$ cat config.mk
export PLATFORM = sky130hd
export DESIGN_NAME = button_chord_long_press_decoder
export DESIGN_NICKNAME = d
export VERILOG_FILES = /design/src/rtl/bclpd_pkg.sv /design/src/rtl/bclpd_debounce.sv /design/src/rtl/bclpd_decide.sv /design/src/rtl/button_chord_long_press_decoder.sv
export SDC_FILE = /design/constraint.sdc
export NUM_CORES = 1
export LEC_CHECK = 0
export BUFFER_PORTS_ARGS = -buffer_cell sky130_fd_sc_hd__buf_2
export CAP_MARGIN = 30
export CORE_MARGIN = 4
export CORE_UTILIZATION = 60
export DETAILED_ROUTE_END_ITERATION = 16
export PLACE_DENSITY = 0.74
export SETUP_SLACK_MARGIN = 0.4
export SYNTH_ARGS = -nofsm -noshare
export SYNTH_HDL_FRONTEND = slang
export SYNTH_SLANG_ARGS = --single-unit
$ cat constraint.sdc
create_clock -name clock -period 12.95 [get_ports clock]
set_input_delay 1.9425 -clock clock [delete_from_list [all_inputs] [get_ports clock]]
set_output_delay 1.9425 -clock clock [all_outputs]
set_load 0.05 [all_outputs]
$ cat src/rtl/bclpd_pkg.sv
// ----------------------------------------------------------------------------
// bclpd_pkg: shared types and constants of the button chord decoder
// Event codes, register indexes, register reset values and the per-button
// status that travels from the debouncers to the event logic.
// ----------------------------------------------------------------------------
`default_nettype none

package bclpd_pkg;

   // width of the hold and debounce registers
   localparam int CFG_W = 16;

   // configuration register indexes
   localparam logic [1:0] CSR_DEBOUNCE   = 2'd0;
   localparam logic [1:0] CSR_LONG_HOLD  = 2'd1;
   localparam logic [1:0] CSR_CHORD_HOLD = 2'd2;

   // register values after reset
   localparam logic [CFG_W-1:0] DEBOUNCE_RST   = 16'd50;
   localparam logic [CFG_W-1:0] LONG_HOLD_RST  = 16'd800;
   localparam logic [CFG_W-1:0] CHORD_HOLD_RST = 16'd1500;

   // button positions in the raw level vector
   localparam int BTN_LEFT  = 0;
   localparam int BTN_OK    = 1;
   localparam int BTN_RIGHT = 2;

   typedef enum logic [2:0] {
      EV_NONE       = 3'd0,
      EV_OK         = 3'd1,
      EV_LEFT       = 3'd2,
      EV_RIGHT      = 3'd3,
      EV_LEFT_LONG  = 3'd4,
      EV_RIGHT_LONG = 3'd5,
      EV_BACK       = 3'd6,
      EV_MODE       = 3'd7
   } event_type;

   // debounced view of one button for the current poll
   typedef struct packed {
      logic stable;     // debounced level after this poll, 0 = held
      logic pressed;    // stable level fell in this poll
      logic released;   // stable level rose in this poll
   } btn_status_type;

endpackage

`default_nettype wire

$ cat src/rtl/bclpd_debounce.sv
// ----------------------------------------------------------------------------
// bclpd_debounce: debouncer for one active-low button
// Tracks the last raw level and when it changed; the stable level follows
// the raw level once it has been unchanged for longer than the debounce time.
// ----------------------------------------------------------------------------
`default_nettype none

module bclpd_debounce #(
   parameter int TIME_BITS = 32
) (
   input  wire logic                          clock,
   input  wire logic                          reset,
   input  wire logic                          enable,
   input  wire logic                          raw,
   input  wire logic [TIME_BITS-1:0]          now,
   input  wire logic [bclpd_pkg::CFG_W-1:0]   debounce_ms,
   output bclpd_pkg::btn_status_type          status
);
   import bclpd_pkg::*;

   logic                 raw_prev_ff, raw_prev_in;
   logic                 stable_ff, stable_in;
   logic [TIME_BITS-1:0] change_time_ff, change_time_in;
   logic [TIME_BITS-1:0] quiet_time;
   logic                 settle;

   // a raw edge restarts the quiet time, so it cannot settle in the same poll
   assign quiet_time     = now - change_time_ff;
   assign settle         = (raw == raw_prev_ff) &&
                           (quiet_time > TIME_BITS'(debounce_ms)) &&
                           (raw != stable_ff);
   assign raw_prev_in    = raw;
   assign change_time_in = (raw != raw_prev_ff) ? now : change_time_ff;
   assign stable_in      = settle ? raw : stable_ff;

   assign status.stable   = stable_in;
   assign status.pressed  = settle && !raw;
   assign status.released = settle && raw;

   // state update once per poll
   always_ff @(posedge clock) begin
      if (reset) begin
         raw_prev_ff    <= 1'b1;
         stable_ff      <= 1'b1;
         change_time_ff <= '0;
      end else if (enable) begin
         raw_prev_ff    <= raw_prev_in;
         stable_ff      <= stable_in;
         change_time_ff <= change_time_in;
      end
   end

endmodule

`default_nettype wire

$ cat src/rtl/bclpd_decide.sv
// ----------------------------------------------------------------------------
// bclpd_decide: event logic over the debounced buttons
// Keeps the pending flags, press times and chord tracking, and picks one
// event code per poll by fixed priority.
// ----------------------------------------------------------------------------
`default_nettype none

module bclpd_decide #(
   parameter int TIME_BITS = 32
) (
   input  wire logic                              clock,
   input  wire logic                              reset,
   input  wire logic                              enable,
   input  wire logic [TIME_BITS-1:0]              now,
   input  wire logic                              allow_long,
   input  wire logic                              raw_left,
   input  wire logic                              raw_right,
   input  bclpd_pkg::btn_status_type [2:0]        btn,
   input  wire logic [bclpd_pkg::CFG_W-1:0]       long_hold_ms,
   input  wire logic [bclpd_pkg::CFG_W-1:0]       chord_hold_ms,
   output bclpd_pkg::event_type                   event_code
);
   import bclpd_pkg::*;

   logic                 left_wait_ff, left_wait_in;
   logic                 right_wait_ff, right_wait_in;
   logic                 chord_on_ff, chord_on_in;
   logic                 chord_fired_ff, chord_fired_in;
   logic [TIME_BITS-1:0] chord_start_ff, chord_start_in;
   logic [TIME_BITS-1:0] left_press_ff, left_press_in;
   logic [TIME_BITS-1:0] right_press_ff, right_press_in;
   logic [TIME_BITS-1:0] chord_age, left_age, right_age;
   logic                 left_down, right_down;
   logic                 left_pend, right_pend;
   event_type            ev;

   assign left_down  = !btn[BTN_LEFT].stable;
   assign right_down = !btn[BTN_RIGHT].stable;

   // a fresh press restarts its side's hold time
   assign left_press_in  = btn[BTN_LEFT].pressed  ? now : left_press_ff;
   assign right_press_in = btn[BTN_RIGHT].pressed ? now : right_press_ff;
   assign left_pend      = btn[BTN_LEFT].pressed  || left_wait_ff;
   assign right_pend     = btn[BTN_RIGHT].pressed || right_wait_ff;

   // hold ages; a chord that starts now has age zero
   assign chord_age = now - (chord_on_ff ? chord_start_ff : now);
   assign left_age  = now - left_press_in;
   assign right_age = now - right_press_in;

   // priority: chord, chord release, ok, long presses, short releases
   always_comb begin
      left_wait_in   = left_pend;
      right_wait_in  = right_pend;
      chord_on_in    = chord_on_ff;
      chord_fired_in = chord_fired_ff;
      chord_start_in = chord_start_ff;
      ev             = EV_NONE;
      if (left_down && right_down) begin
         if (!chord_on_ff) begin
            chord_on_in    = 1'b1;
            chord_fired_in = 1'b0;
            chord_start_in = now;
         end
         if (!chord_fired_in && (chord_age >= TIME_BITS'(chord_hold_ms))) begin
            chord_fired_in = 1'b1;
            left_wait_in   = 1'b0;
            right_wait_in  = 1'b0;
            ev             = EV_MODE;
         end
      end else if (chord_on_ff) begin
         if (!left_down && !right_down) begin
            ev             = chord_fired_ff ? EV_NONE : EV_BACK;
            chord_on_in    = 1'b0;
            chord_fired_in = 1'b0;
            left_wait_in   = 1'b0;
            right_wait_in  = 1'b0;
         end
      end else if (btn[BTN_OK].pressed) begin
         ev = EV_OK;
      end else if (allow_long && left_down && left_pend && !raw_left && raw_right &&
                   (left_age >= TIME_BITS'(long_hold_ms))) begin
         left_wait_in = 1'b0;
         ev           = EV_LEFT_LONG;
      end else if (allow_long && right_down && right_pend && !raw_right && raw_left &&
                   (right_age >= TIME_BITS'(long_hold_ms))) begin
         right_wait_in = 1'b0;
         ev            = EV_RIGHT_LONG;
      end else if (btn[BTN_LEFT].released && left_pend) begin
         left_wait_in = 1'b0;
         ev           = EV_LEFT;
      end else if (btn[BTN_RIGHT].released && right_pend) begin
         right_wait_in = 1'b0;
         ev            = EV_RIGHT;
      end
   end

   assign event_code = ev;

   // state update once per poll
   always_ff @(posedge clock) begin
      if (reset) begin
         left_wait_ff   <= 1'b0;
         right_wait_ff  <= 1'b0;
         chord_on_ff    <= 1'b0;
         chord_fired_ff <= 1'b0;
         chord_start_ff <= '0;
         left_press_ff  <= '0;
         right_press_ff <= '0;
      end else if (enable) begin
         left_wait_ff   <= left_wait_in;
         right_wait_ff  <= right_wait_in;
         chord_on_ff    <= chord_on_in;
         chord_fired_ff <= chord_fired_in;
         chord_start_ff <= chord_start_in;
         left_press_ff  <= left_press_in;
         right_press_ff <= right_press_in;
      end
   end

endmodule

`default_nettype wire

$ cat src/rtl/button_chord_long_press_decoder.sv
// Pipeline: a poll passes the input register, then the result register.
// Throughput: one poll per clock cycle while the event channel is not stalled;
//   the debouncers and event logic update all their state between the two registers.
// Reset: synchronous; clears both pipeline valids, all buttons to released,
//   all flags and times to zero, and loads the register defaults.
// ----------------------------------------------------------------------------
// button_chord_long_press_decoder: three-button event decoder
// Debounces left, ok and right, tracks the left plus right chord and long
// presses, and gives one event code for every poll.
// ----------------------------------------------------------------------------
`default_nettype none

module button_chord_long_press_decoder #(
   parameter int TIME_BITS = 32
) (
   input  wire logic                              clock,
   input  wire logic                              reset,
   // poll channel
   input  wire logic                              req_valid,
   output logic                                   req_stall,
   input  wire logic [2:0]                        req_raw_buttons,
   input  wire logic [31:0]                       req_now_ms,
   input  wire logic                              req_allow_long,
   // event channel
   output logic                                   rsp_valid,
   input  wire logic                              rsp_stall,
   output logic [2:0]                             rsp_event_code,
   // register write channel
   input  wire logic                              csr_valid,
   output logic                                   csr_ready,
   input  wire logic [1:0]                        csr_index,
   input  wire logic [bclpd_pkg::CFG_W-1:0]       csr_wdata
);
   import bclpd_pkg::*;

   logic                  in_v_ff, in_v_in;
   logic [2:0]            raw_ff;
   logic [31:0]           now_ff;
   logic                  allow_ff;
   logic                  out_v_ff, out_v_in;
   event_type             event_ff;
   logic [CFG_W-1:0]      debounce_ff, long_hold_ff, chord_hold_ff;
   logic                  load, advance, csr_write;
   logic [TIME_BITS-1:0]  now_t;
   btn_status_type [2:0]  btn;
   event_type             event_next;

   // handshakes
   assign advance   = in_v_ff && (!out_v_ff || !rsp_stall);
   assign req_stall = in_v_ff && !advance;
   assign load      = req_valid && !req_stall;
   assign in_v_in   = load || (in_v_ff && !advance);
   assign out_v_in  = advance || (out_v_ff && rsp_stall);
   assign csr_ready = 1'b1;
   assign csr_write = csr_valid && csr_ready;

   // configuration registers; unknown indexes are dropped
   always_ff @(posedge clock) begin
      if (reset) begin
         debounce_ff   <= DEBOUNCE_RST;
         long_hold_ff  <= LONG_HOLD_RST;
         chord_hold_ff <= CHORD_HOLD_RST;
      end else if (csr_write) begin
         case (csr_index)
            CSR_DEBOUNCE:   debounce_ff   <= csr_wdata;
            CSR_LONG_HOLD:  long_hold_ff  <= csr_wdata;
            CSR_CHORD_HOLD: chord_hold_ff <= csr_wdata;
            default: ;
         endcase
      end
   end

   // input register
   always_ff @(posedge clock) begin
      if (reset) begin
         in_v_ff <= 1'b0;
      end else begin
         in_v_ff <= in_v_in;
      end
   end

   always_ff @(posedge clock) begin
      if (load) begin
         raw_ff   <= req_raw_buttons;
         now_ff   <= req_now_ms;
         allow_ff <= req_allow_long;
      end
   end

   assign now_t = TIME_BITS'(now_ff);

   // one debouncer per button
   for (genvar i = 0; i < 3; i++) begin : g_btn
      bclpd_debounce #(
         .TIME_BITS (TIME_BITS)
      ) u_debounce (
         .clock       (clock),
         .reset       (reset),
         .enable      (advance),
         .raw         (raw_ff[i]),
         .now         (now_t),
         .debounce_ms (debounce_ff),
         .status      (btn[i])
      );
   end

   bclpd_decide #(
      .TIME_BITS (TIME_BITS)
   ) u_decide (
      .clock         (clock),
      .reset         (reset),
      .enable        (advance),
      .now           (now_t),
      .allow_long    (allow_ff),
      .raw_left      (raw_ff[BTN_LEFT]),
      .raw_right     (raw_ff[BTN_RIGHT]),
      .btn           (btn),
      .long_hold_ms  (long_hold_ff),
      .chord_hold_ms (chord_hold_ff),
      .event_code    (event_next)
   );

   // result register
   always_ff @(posedge clock) begin
      if (reset) begin
         out_v_ff <= 1'b0;
      end else begin
         out_v_ff <= out_v_in;
      end
   end

   always_ff @(posedge clock) begin
      if (advance) begin
         event_ff <= event_next;
      end
   end

   assign rsp_valid      = out_v_ff;
   assign rsp_event_code = event_ff;

   // checks
   a_fill_empty_result: assert property (@(posedge clock) disable iff (reset)
      in_v_ff && !out_v_ff |=> out_v_ff)
      else $error("held poll did not move into an empty result register");

   a_stall_cause: assert property (@(posedge clock) disable iff (reset)
      req_stall |-> in_v_ff && out_v_ff && rsp_stall)
      else $error("poll channel stalled without a blocked result");

   a_debounce_write: assert property (@(posedge clock) disable iff (reset)
      csr_write && (csr_index == CSR_DEBOUNCE) |=> debounce_ff == $past(csr_wdata))
      else $error("debounce register write lost");

   a_chord_write: assert property (@(posedge clock) disable iff (reset)
      csr_write && (csr_index == CSR_CHORD_HOLD) |=> chord_hold_ff == $past(csr_wdata))
      else $error("chord hold register write lost");

endmodule

`default_nettype wire

---- Yosys cells after proc, flatten, opt, wreduce, memory -nomap -nowiden ----
Cells that the tools add are included.
Widths: inputs -> output; s select.
word-level totals
  bits in registers ....................... 291
  bits of input ports ..................... 59
  output and inout bits ................... 6
operators by class
  $add $sub $neg .......................... 6
  $lt $le $gt $ge ......................... 6
  equal/unequal tests ..................... 11
  muxes and demuxes ....................... 41
  reduce and logical (&&, ||, !) cells .... 57
operator list
  cell                count
  $sub 32x32->32      6
  $ge 32x16->1        3
  $gt 32x16->1        3
  $mux 32             3
  $logic_and 1x1->1   30
  $mux 1              28
  $mux 3              9
  $reduce_and 2->1    8
  $logic_not 1->1     10
  $ne 1x1->1          6
  $logic_or 1x1->1    5
  $reduce_bool 2->1   2
  $eq 1x1->1          3
  $reduce_and 3->1    1
  $eq 2x1->1 const B  1
  $eq 2x2->1 const B  1
  $logic_not 2->1     1
  $mux 2              1

---- Longest topological paths before layout ----
Gate-level depths: netlist of run 1.
  depth in word-level cells ............... 16
  depth in mapped cells ................... 49

---- Cells and area by module ----
From an unflattened synthesis of run 1, not the netlist that was laid out.
second synthesis, totals
  cells, all modules ...................... 3,446
  area, all modules ....................... 26,514.2 um^2
by module, submodules not included
  module                                    times used  cells an instance  area each (um^2)  seq. area each (um^2)
  bclpd_decide                              1           1,541              11,589.9          2,001.9
  bclpd_debounce (g_btn[0].u_debounce ...)  2           555                3,907.5           680.7
  bclpd_debounce (g_btn[1].u_debounce)      1           555                3,885.0           680.7
  button_chord_long_press_decoder           1           240                3,224.3           2,172.1

---- Worst setup path after synthesis of run 1 ----
Ideal clock, no wire load.
  kind .................................... flip-flop to flip-flop
  from .................................... register now_ff[1]
  to ...................................... register event_ff[0] (netlist: rsp_event_code[0]) (data pin)
  library setup time ...................... 0.272 ns
  arrival time ............................ 9.850 ns
  data required time ...................... 12.678 ns
  path slack .............................. 2.828 ns
  cell stages (with the launch flop) ...... 48
  buffers on the path ..................... 2
  period minus slack after synthesis ...... 10.122 ns
  path through ............................ edfxtp_1 ha_1 nor2b_1 o31a_1 o21ai_0 o21bai_1 a21oi_1 o21bai_1 a21oi_1 xnor2_1 ha_1 a21oi_1 o21a_1 o211ai_1 o31ai_1 o2111a_1 nand4b_1 or4_4 [... 12 more ...] o21ai_1 maj3_1 a2111oi_0 nor3_1 o2111ai_1 a21boi_1 nand2_1 xor2_1 ha_1 and4_1 a211oi_1 o311ai_0 nor4_1 o311a_1 nand4_1 or4_4 o41ai_4 a21oi_1
between the ends
  elaborated cells on any way between the ends .. 56
RTL lines
  element                               line                                    source
  from (decl)                           button_chord_long_press_decoder.sv:38   logic [31:0] now_ff;
  from (signal assigned)                button_chord_long_press_decoder.sv:85   now_ff <= req_now_ms;
  $sub 32x32->32                        bclpd_debounce.sv:28                    assign quiet_time = now - change_time_ff;
  $gt 32x16->1                          bclpd_debounce.sv:30                    (quiet_time > TIME_BITS'(debounce_ms)) &&
  $logic_and 1x1->1                     bclpd_debounce.sv:29                    assign settle = (raw == raw_prev_ff) &&
  $logic_and 1x1->1                     bclpd_debounce.sv:30
  $logic_and 1x1->1                     bclpd_debounce.sv:37                    assign status.pressed = settle && !raw;
  $mux 32                               bclpd_decide.sv:42                      assign right_press_in = btn[BTN_RIGHT].pressed ? now : right_press_ff;
  named net u_decide.right_press_in[0]  bclpd_decide.sv:31                      logic [TIME_BITS-1:0] right_press_ff, right_press_in;
  $sub 32x32->32                        bclpd_decide.sv:49                      assign right_age = now - right_press_in;
  $ge 32x16->1                          bclpd_decide.sv:86                      (right_age >= TIME_BITS'(long_hold_ms))) begin
  $logic_and 1x1->1                     bclpd_decide.sv:85                      end else if (allow_long && right_down && right_pend && !raw_right && raw_left &&
  $mux 3                                bclpd_decide.sv:85
  $mux 3                                bclpd_decide.sv:81                      end else if (allow_long && left_down && left_pend && !raw_left && raw_right &&
  $mux 3                                bclpd_decide.sv:79                      end else if (btn[BTN_OK].pressed) begin
  $mux 3                                bclpd_decide.sv:71                      end else if (chord_on_ff) begin
  $mux 3                                bclpd_decide.sv:59                      if (left_down && right_down) begin
  named net event_next[0]               button_chord_long_press_decoder.sv:46   event_type event_next;
  to (signal assigned)                  button_chord_long_press_decoder.sv:134  event_ff <= event_next;
  to (decl)                             button_chord_long_press_decoder.sv:41   event_type event_ff;
The timed path passes the listed nets, and every way through them passes these cells.
A chain may end at the register's enable or synchronous reset.

---- Worst setup path in the final report of run 1 ----
  from .................................... register now_ff[2]
  to ...................................... register event_ff[2] (netlist: rsp_event_code[2]) (data pin)
Same word-level chain as after synthesis.

==> summary.txt, run 1 <==
Run status
  – Status: finished, final reports clean

Placed design
  – IO Port Bufs: 63
  – DPL Wire Length: 53.5 mm
  – Placed Area: 25,100 um2
  – GP Congestion: 0.966

Timing
  – Minimum clock period: 11.59 ns
  – Setup tns final: 0 ns
  – Max-Slew Margin vs Limit: 35.9%
  – RSZ-0062 raised after global routing: false
  – Final setup violation count: 0
  – Worst-Margin Slew: 0.961 ns
  – Count of final max-slew check failures: 0
  – Layout Skew: 0.0260 ns
  – Max Freq: 0.0863 GHz
  – Fin crit share: 89.5%
  – Final Hold Viols: 0

Drt
  – WL/cell: 19.5 um
  – Routed Antenna Nets: 0
  – WL final: 72.1 mm
  – Vias: 23,242
  – Initial DRC Count: 1,993
  – DRC viols: 0
  – Via density per instance: 6.27
  – DRT Pass-1 Iters: 6

Setup path
  – Critical path startpoint: now_ff[2]$_DFFE_PP_
  – Crit path DAT: 11.88 ns
  – Crit path max-delay cell type: edfxtp_1
  – Crit path launch type: flop
  – Most used cell along the critical path: a21oi_1
  – R2R Path End: rsp_event_code[2]$_DFFE_PP_
  – R2R cell count: 45
  – Highest cell delay on the worst timing path: 0.74 ns
  – CP required: 13.24 ns
  – CP Class: flop to flop
  – R2r startpoint: now_ff[2]$_DFFE_PP_
  – Critical Path Sink Type: flop
  – R2R Setup Slk: 1.36 ns
  – Crit-path max FO: 16

Global route
  – Initial antenna violation count: 0
  – GRT Residual Overflow: 0
  – First-pass GRT wire length: 114 mm
  – Largest net degree at the start of global routing: 99
  – Total GRT Usage: 31.8%
  – Vias in the first global route: 22,112

Die
  – Die width: 209 um
  – Chip Height: 209 um
  – Initial Util: 60.7%
  – IO Pins: 65
  – Rows: 73
  – Core Box Area: 39,800 um2
  – Die area: 43,600 um2

Cells and area
  – Cell area after layout: 26,300 um2
  – Fillers: 3,459
  – Area grow syn2layout: 8.86%
  – Diodes inserted: 0
  – Share of layout cells above drive strength 1: 6.85%
  – Final core occ: 66.1%
  – Nets@finish: 3,501

CTS
  – Setup Buffers After CTS: 0
  – CTS sink count: 291
  – Clk Latency, worst-skew pair: 0.57 ns
  – CTS Buf Count: 36
  – CTS max path bufs: 3
  – H-Tree Depth: 2
  – Hold buffers post-CTS: 0
  – Post-cts sizing count: 0
  – CTS tree: done
  – Register clock-pin slew on the reported worst setup and hold paths: 0.06 ns
  – Clock root cell: clkbuf_16

Logic synthesis
  – Cells after synthesis: 3,131
  – Yosys top cell area share: 20.9%
  – Synth cell types: 98
  – EDFF count, synth: 39
  – Post-Syn Nets: 3,477
  – Seq/Total Area, Yosys: 25.7%
  – Top FF cell, synth: dfxtp_1
  – Commonest cells in the netlist: nand2_1 (471), a21oi_1 (358), ha_1 (281)
  – Average cell area after synthesis: 7.72 um2
  – Top-count cell post-synth: nand2_1
  – Asr flop ratio synth: 0%
  – Synth Warn #: 0
  – Synthesis-stage register bit count: 291
  – Mapped Area: 24,200 um2
  – Synth area leaders: dfxtp_1 (21%), ha_1 (15%), a21oi_1 (7.4%)
  – Most area-hungry cell type in the Yosys netlist: dfxtp_1

Power
  – Static Leak: 10.2 nW
  – Worst IR Drop VDD: 0.0983 mV
  – Pwr dens: 111 nW/um2

Hold path
  – Hold worst-path end: long_hold_ff[2]$_SDFFE_PP0P_
  – Worst hold start: long_hold_ff[2]$_SDFFE_PP0P_
  – HP Class: flop to flop
  – Hold path cells: 2

Run
  – Max cap viols: 0
-- kinds of logic (layout without fill, tap and decap cells) --
group / after synthesis / count (layout) / share of synthesized area (%)
buf+inv: 347 / 398 / 5.52
fa+ha+maj: 290 / 290 / 15.2
xor+xnor: 104 / 104 / 3.77
mux: 107 / 107 / 4.52
flops: 291 / 291 / 25.7
simple gates: 1025 / 1025 / 19.3
other cells: 1 / 1 / 0.0155
compound gates: 966 / 966 / 26.0
-- flip-flops by register name (all words and copies together) (netlist names), 3 cells and up --
register	count
u_decide.left_press_ff	32
g_btn.u_debounce.change_time_ff	96
chord_hold_ff	16
rsp_event_code	3
debounce_ff	16
u_decide.chord_start_ff	32
raw_ff	3
g_btn.u_debounce.raw_prev_ff	3
now_ff	32
u_decide.right_press_ff	32
long_hold_ff	16
g_btn.u_debounce.stable_ff	3
-- worst max path at each step --
stage	endpoint	slack (ns)	depth (start not counted)
global placement	rsp_event_code[0]$_DFFE_PP_	2.04	45
finish	rsp_event_code[2]$_DFFE_PP_	1.36	45
detailed placement	rsp_event_code[0]$_DFFE_PP_	1.66	45
floorplan	rsp_event_code[0]$_DFFE_PP_	2.83	47
CTS	rsp_event_code[2]$_DFFE_PP_	1.61	45
global route	rsp_event_code[2]$_DFFE_PP_	0.81	45
-- worst max-delay path, delay by kind of cell, from the launching register on --
family,cells,cell delay [ns]
AO/OA/AOI/OAI,25,5.38
AND/OR/NAND/NOR,11,2.83
adder cells (fa/ha/maj),6,1.95
flip-flops,1,0.74
XOR/XNOR,2,0.30
buffers and inverters,1,0.06
-- through the flow --
| stage | setup WS [ns] | hold WS, ns | power (mW) | cells |
|---|---|---|---|---|
| finish | 1.36 | 0.452 | 2.91 | 3707 |
| global placement | 2.04 | 0.441 | 1.84 | 3635 |
| floorplan | 2.83 | 0.436 | 1.65 | 3131 |
| CTS | 1.61 | 0.454 | 2.91 | 3704 |
| global route | 0.813 | 0.470 | 3.06 | 3707 |
| detailed placement | 1.66 | 0.446 | 1.87 | 3639 |
-- layout by cell type (no fill, tap or decap), drive strengths merged, types with 11 or more instances in the layout --
cell type / Yosys / layout
nand4: 41 / 41
nor2b: 46 / 46
ha: 281 / 281
and3: 15 / 15
buf: 24 / 110
nand2: 474 / 474
nand3b: 12 / 12
or3: 12 / 12
a211oi: 87 / 87
o22ai: 11 / 11
a21oi: 364 / 364
edfxtp: 39 / 39
dfxtp: 252 / 252
nor2: 235 / 235
mux2i: 99 / 99
nor4: 11 / 11
a21o: 105 / 105
xnor2: 65 / 65
o31ai: 13 / 13
a31oi: 19 / 19
o21ai: 127 / 127
nor3: 34 / 34
and2: 17 / 17
inv: 221 / 221
o21bai: 30 / 30
nand2b: 46 / 46
o21a: 39 / 39
o211ai: 31 / 31
a21boi: 14 / 14
xor2: 39 / 39
nand3: 42 / 42
a211o: 24 / 24
clkinv: 0 / 13
clkbuf: 102 / 49
-- per-layer routing --
metal | GRT usage, % | wire (um) | vias to the layer above
met1 | 40.1 | 30200 | 10917
met5 | 0 | 0 | -
met3 | 4.98 | 4970 | 213
li1 | - | - | 11297
met2 | 53.3 | 33300 | 815
met4 | 15.0 | 3670 | 0
-- final cells by class --
cell class	instances	area, um2	area share [%]
Sequential cell	291	6220	23.6
Clock buffer	47	1010	3.85
Clock inverter	18	189	0.718
Tap cell	525	657	2.50
Timing Repair Buffer	112	749	2.85
Inverter	221	830	3.15
Multi-Input combinational cell	2493	16700	63.3
-- report_power, final --
| group | total [mW] | switching, mW | internal [mW] | leakage, nW |
|---|---|---|---|---|
| Clock | 1.04 | 0.426 | 0.615 | 0.587 |
| Combinational | 0.897 | 0.538 | 0.359 | 7.16 |
| Sequential | 0.974 | 0.0232 | 0.951 | 2.43 |
(Power assumes the default switching activity.)
==> run 2: changes to the inputs <==
- CORE_MARGIN: 4 -> default
- CORE_UTILIZATION: 60 -> 35
- PLACE_DENSITY: 0.74 -> 0.47
==> run 2 against run 1 <==
Critical path depth did not move. Fmax down 0.31%. Worst setup slack got worse by 0.036 ns. Utilization is 27 points lower. Non-clock buffer count is the same. Die area rose by 61%. Sequential power is essentially flat. Global-route usage is 8.8 points lower. Final area grew 1.7%. First-iteration DRC count decreased by 30%. Worst hold slack worse by 0.00094 ns. Highest routed layer is now met5.
==> summary.txt, run 2 (synthesis gave the netlist of run 1 again) <==
Run status
  – Status: finished, final reports clean

Placed design
  – Placed instance count: 3,998
  – GP Congestion: 0.935
  – Placed Area: 25,500 um2
  – DPL Wire Length: 61.5 mm
  – IO Port Bufs: 63

CTS
  – Post-cts sizing count: 0
  – Clk Latency, worst-skew pair: 0.57 ns
  – CTS sink count: 291
  – CTS Buf Count: 39
  – Hold buffers post-CTS: 0
  – Register clock-pin slew on the reported worst setup and hold paths: 0.06 ns
  – H-Tree Depth: 2
  – CTS tree: done
  – Clock root cell: clkbuf_16
  – Setup Buffers After CTS: 0
  – CTS max path bufs: 3

Timing
  – Fin crit share: 89.8%
  – Minimum clock period: 11.63 ns
  – Max Freq: 0.0860 GHz
  – Count of final max-slew check failures: 0
  – Final setup violation count: 0
  – RSZ-0062 raised after global routing: false
  – Worst-Margin Slew: 1.04 ns
  – Layout Skew: 0.0225 ns
  – Setup tns final: 0 ns
  – Final Hold Viols: 0
  – Max-Slew Margin vs Limit: 29.1%

Global route
  – Largest net degree at the start of global routing: 91
  – First-pass GRT wire length: 126 mm
  – Total GRT Usage: 22.9%
  – GRT Residual Overflow: 0
  – Vias in the first global route: 21,626
  – Met2 Use GR: 40.1%
  – Routing usage on met3: 2.47%
  – Initial antenna violation count: 2
  – GRT busiest layer: met2
  – Met1 usage: 29.6%

Setup path
  – CP required: 13.24 ns
  – Highest cell delay on the worst timing path: 0.81 ns
  – Crit path launch type: flop
  – R2R Setup Slk: 1.32 ns
  – Most used cell along the critical path: a21oi_1
  – R2R cell count: 45
  – Critical path capture point: rsp_event_code[2]$_DFFE_PP_
  – Crit-path max FO: 16
  – R2R Path End: rsp_event_code[2]$_DFFE_PP_
  – Critical Path Sink Type: flop
  – CP Class: flop to flop
  – Crit path max-delay cell type: edfxtp_1
  – Crit path DAT: 11.92 ns
  – R2r startpoint: now_ff[6]$_DFFE_PP_
  – Critical path startpoint: now_ff[6]$_DFFE_PP_

Hold path
  – HP Class: flop to flop

Die
  – Die area: 70,200 um2
  – Core Box Area: 68,500 um2
  – Rows: 96
  – IO Pins: 65
  – Chip Height: 265 um
  – Initial Util: 35.3%
  – Die width: 265 um

Drt
  – WL final: 81.9 mm
  – Via density per instance: 5.54
  – WL/cell: 20.1 um
  – DRC viols: 0
  – Vias: 22,560
  – DRT Pass-1 Iters: 7
  – Initial DRC Count: 1,388
  – Routed Antenna Nets: 0

Cells and area
  – Nets@finish: 3,504
  – Largest Register: g_btn.u_debounce.change_time_ff
  – Commonest non-fill, non-tap cell in the layout: nand2_1
  – Area grow syn2layout: 10.7%
  – Cell area after layout: 26,800 um2
  – Most frequent cells in the layout: nand2_1 (470), a21oi_1 (358), ha_1 (281)
  – Fin cells: 4,071
  – Diodes inserted: 0
  – Largest register FFs: 96
  – Share of layout cells above drive strength 1: 7.09%

Power
  – Pwr dens: 110 nW/um2
  – Worst IR Drop VDD: 0.0848 mV
  – Static Leak: 10.2 nW
  – Final total power: 2.95 mW

Run
  – Max cap viols: 0
==> run 2: changes by cell type in the layout (fill, tap and decap cells not counted), sizes merged <==
cell,before,now
clkinv,13,8
buf,110,111
bufinv,3,0
inv,221,223
clkinvlp,2,4
clkbuf,49,59
==> run 2: final cells by class <==
type / count / area, um2
inverters: 221 / 830
flip-flops and latches: 291 / 6220
clock buffers: 58 / 1150
fillers: 7136 / 41700
well taps: 882 / 1100
repair buffers: 112 / 708
clock inverters: 14 / 103
multi-input cells: 2493 / 16700
==> run 2: stage by stage <==
step	setup slack [ns]	utilization (%)	hold slack, ns
after floorplan	2.83	-	0.436
after global placement	1.69	37.2	0.441
after detailed placement	1.40	37.3	0.446
after CTS	1.39	39.1	0.454
after global routing	0.469	39.1	0.470
final	1.32	39.1	0.451
==> run 2: how the worst min path moves through the flow <==
| stage | from | to | cells past startpoint |
|---|---|---|---|
| 6_report | u_decide.right_press_ff[28]$_SDFFE_PP0P_ | u_decide.right_press_ff[28]$_SDFFE_PP0P_ | 2 |
| 5_1_grt | u_decide.right_press_ff[14]$_SDFFE_PP0P_ | u_decide.right_press_ff[14]$_SDFFE_PP0P_ | 2 |
| 4_1_cts | g_btn[1].u_debounce.change_time_ff[28]$_SDFFE_PP0P_ | g_btn[1].u_debounce.change_time_ff[28]$_SDFFE_PP0P_ | 2 |
| 3_5_place_dp | g_btn[2].u_debounce.change_time_ff[23]$_SDFFE_PP0P_ | g_btn[2].u_debounce.change_time_ff[23]$_SDFFE_PP0P_ | 2 |
| 3_3_place_gp | u_decide.right_press_ff[14]$_SDFFE_PP0P_ | u_decide.right_press_ff[14]$_SDFFE_PP0P_ | 2 |
| 2_1_floorplan | u_decide.right_press_ff[12]$_SDFFE_PP0P_ | u_decide.right_press_ff[12]$_SDFFE_PP0P_ | 2 |
==> run 2: per-layer routing <==
layer,wire length (um),vias up
met5,13,-
met4,2130,2
met3,2880,102
met2,39100,452
met1,37800,10722
li1,-,11282
==> run 2: worst max-delay path, delay by kind of cell (launching register included) <==
kind	cells	cell delay (ns)
adders and majority gates	6	1.98
xor gates and xnor gates	2	0.29
DFF	1	0.81
and+or+nand+nor	11	2.78
AOI/OAI and AO/OA	24	5.29
buffers and inverters	2	0.14
==> run 2: power by group <==
group,total (mW),switching [mW],internal (mW)
sequential,0.975,0.0242,0.951
clock,1.07,0.448,0.618
combinational,0.908,0.551,0.357
total,2.95,1.02,1.93
==> run 3: changes to the inputs <==
- CORE_MARGIN: default -> 1.5
- SYNTH_HIERARCHICAL: default -> 1
==> run 3 against run 2 <==
Critical path depth is 8 lower. Synthesized cell count rose by 9.9%. Combinational power rose by 16%. Clock power grew 12%. Clock skew is 0.0029 ns higher. Via count grew 11%. Die area rose by 10%. First-iteration DRC count is 39% higher. Register-to-register slack better by 1.2 ns.
==> summary.txt, run 3 <==
Drt
  – Vias: 25,154
  – Initial DRC Count: 1,929
  – Via density per instance: 5.69
  – DRT Pass-1 Iters: 6
  – DRC viols: 0
  – WL/cell: 21.5 um
  – Routed Antenna Nets: 0
  – WL final: 94.9 mm

Global route
  – First-pass GRT wire length: 145 mm
  – Vias in the first global route: 23,925
  – GRT Residual Overflow: 0
  – Total GRT Usage: 24.0%
  – Largest net degree at the start of global routing: 91
  – Initial antenna violation count: 2

Setup path
  – Crit path max-delay cell type: edfxtp_1
  – Highest cell delay on the worst timing path: 0.82 ns
  – CP required: 13.28 ns
  – Worst Path Buf+Inv: 1
  – Crit path DAT: 10.78 ns
  – CP Class: flop to flop
  – Crit path launch type: flop
  – Critical Path Sink Type: flop
  – CP top delay family: compound AO/OA/AOI/OAI gates
  – Crit-path max FO: 36

Logic synthesis
  – Average cell area after synthesis: 7.69 um2
  – Post-Syn Nets: 3,791
  – Cells after synthesis: 3,440
  – Mapped Area: 26,500 um2
  – Synth Warn #: 6

Die
  – Die area: 77,200 um2
  – Core Box Area: 74,600 um2
  – Die width: 278 um
  – Rows: 100
  – IO Pins: 65
  – Initial Util: 35.5%
  – Chip Height: 278 um

CTS
  – H-Tree Depth: 2
  – Hold buffers post-CTS: 0
  – CTS sink count: 291
  – Clock root cell: clkbuf_16
  – CTS tree: done
  – Register clock-pin slew on the reported worst setup and hold paths: 0.06 ns
  – CTS max path bufs: 3
  – Clk Latency, worst-skew pair: 0.58 ns
  – CTS Buf Count: 39
  – Post-cts sizing count: 0
  – Setup Buffers After CTS: 0

Timing
  – Minimum clock period: 10.44 ns
  – Max Freq: 0.0958 GHz
  – RSZ-0062 raised after global routing: false
  – Final Hold Viols: 0
  – Setup tns final: 0 ns
  – Worst-Margin Slew: 1.01 ns
  – Fin crit share: 80.6%
  – Count of final max-slew check failures: 0
  – Layout Skew: 0.0254 ns
  – Final setup violation count: 0
  – Max-Slew Margin vs Limit: 31.0%

Power
  – Worst IR Drop VDD: 0.101 mV
  – Final total power: 3.23 mW
  – Static Leak: 10.8 nW
  – Pwr dens: 111 nW/um2

Cells and area
  – Diodes inserted: 0
  – Largest register FFs: 96
  – Most frequent cells in the layout: nand2_1 (492), a21oi_1 (380), ha_1 (286)
  – Share of layout cells above drive strength 1: 7.54%
  – Nets@finish: 3,770
  – Largest Register: g_btn.u_debounce/change_time_ff
  – Area grow syn2layout: 9.71%
  – Commonest non-fill, non-tap cell in the layout: nand2_1

Placed design
  – GP Congestion: 0.910
  – DPL Wire Length: 71.0 mm
  – IO Port Bufs: 63

Run
  – Max cap viols: 0

Run status
  – Status: finished, final reports clean

Hold path
  – HP Class: flop to flop
[run 3: routing by layer]
layer | GRT usage [%] | share of wire (%)
met1 | 32.3 | 47
met2 | 40.3 | 46
met3 | 2.83 | 4.2
met4 | 6.39 | 2.6
met5 | 0 | 0
[run 3: cell type report]
cell class	instances	area [um2]
Fill cell	7698	45500
Multi-Input combinational cell	2745	18600
Sequential cell	291	6220
Tap cell	969	1210
Clock buffer	48	1070
Inverter	233	875
Timing Repair Buffer	109	682
Clock inverter	24	329
[run 3: worst reg2reg max path: cells and delay by family (launching register included)]
kind / cells / cell delay, ns
AOI/OAI and AO/OA: 15 / 3.80
and+or+nand+nor: 13 / 3.14
adders and majority gates: 5 / 1.50
xor gates and xnor gates: 2 / 0.26
buffers and inverters: 1 / 0.33
DFF: 1 / 0.82
muxes: 1 / 0.38
[run 3: final timing paths]
kind / slack [ns] / cells after the start / startpoint / end
max: 2.51 / 37 / now_ff[1]$_DFFE_PP_ / rsp_event_code[2]$_DFFE_PP_
min: 0.45 / 2 / g_btn[0].u_debounce/change_time_ff[2]$_SDFFE_PP0P_ / g_btn[0].u_debounce/change_time_ff[2]$_SDFFE_PP0P_
max reg2reg: 2.51 / 37 / now_ff[1]$_DFFE_PP_ / rsp_event_code[2]$_DFFE_PP_
min reg2reg: 0.45 / 2 / g_btn[0].u_debounce/change_time_ff[2]$_SDFFE_PP0P_ / g_btn[0].u_debounce/change_time_ff[2]$_SDFFE_PP0P_
[run 3: metrics by stage]
stage | hold slack, ns | std cells | utilization (%) | setup WS (ns) | cell area [um2]
floorplan | 0.434 | 3440 | - | 3.86 | 26500
global placement | 0.442 | 4346 | 37.0 | 2.66 | 27600
detailed placement | 0.447 | 4347 | 37.0 | 2.50 | 27600
CTS | 0.455 | 4419 | 38.9 | 2.51 | 29000
global route | 0.470 | 4419 | 38.9 | 1.91 | 29000
finish | 0.453 | 4419 | 38.9 | 2.51 | 29000
[run 3: report_power, final]
group	switching, mW	total [mW]	internal, mW
Combinational	0.658	1.05	0.390
Clock	0.464	1.20	0.732
Sequential	0.0294	0.981	0.952
Total	1.15	3.23	2.07
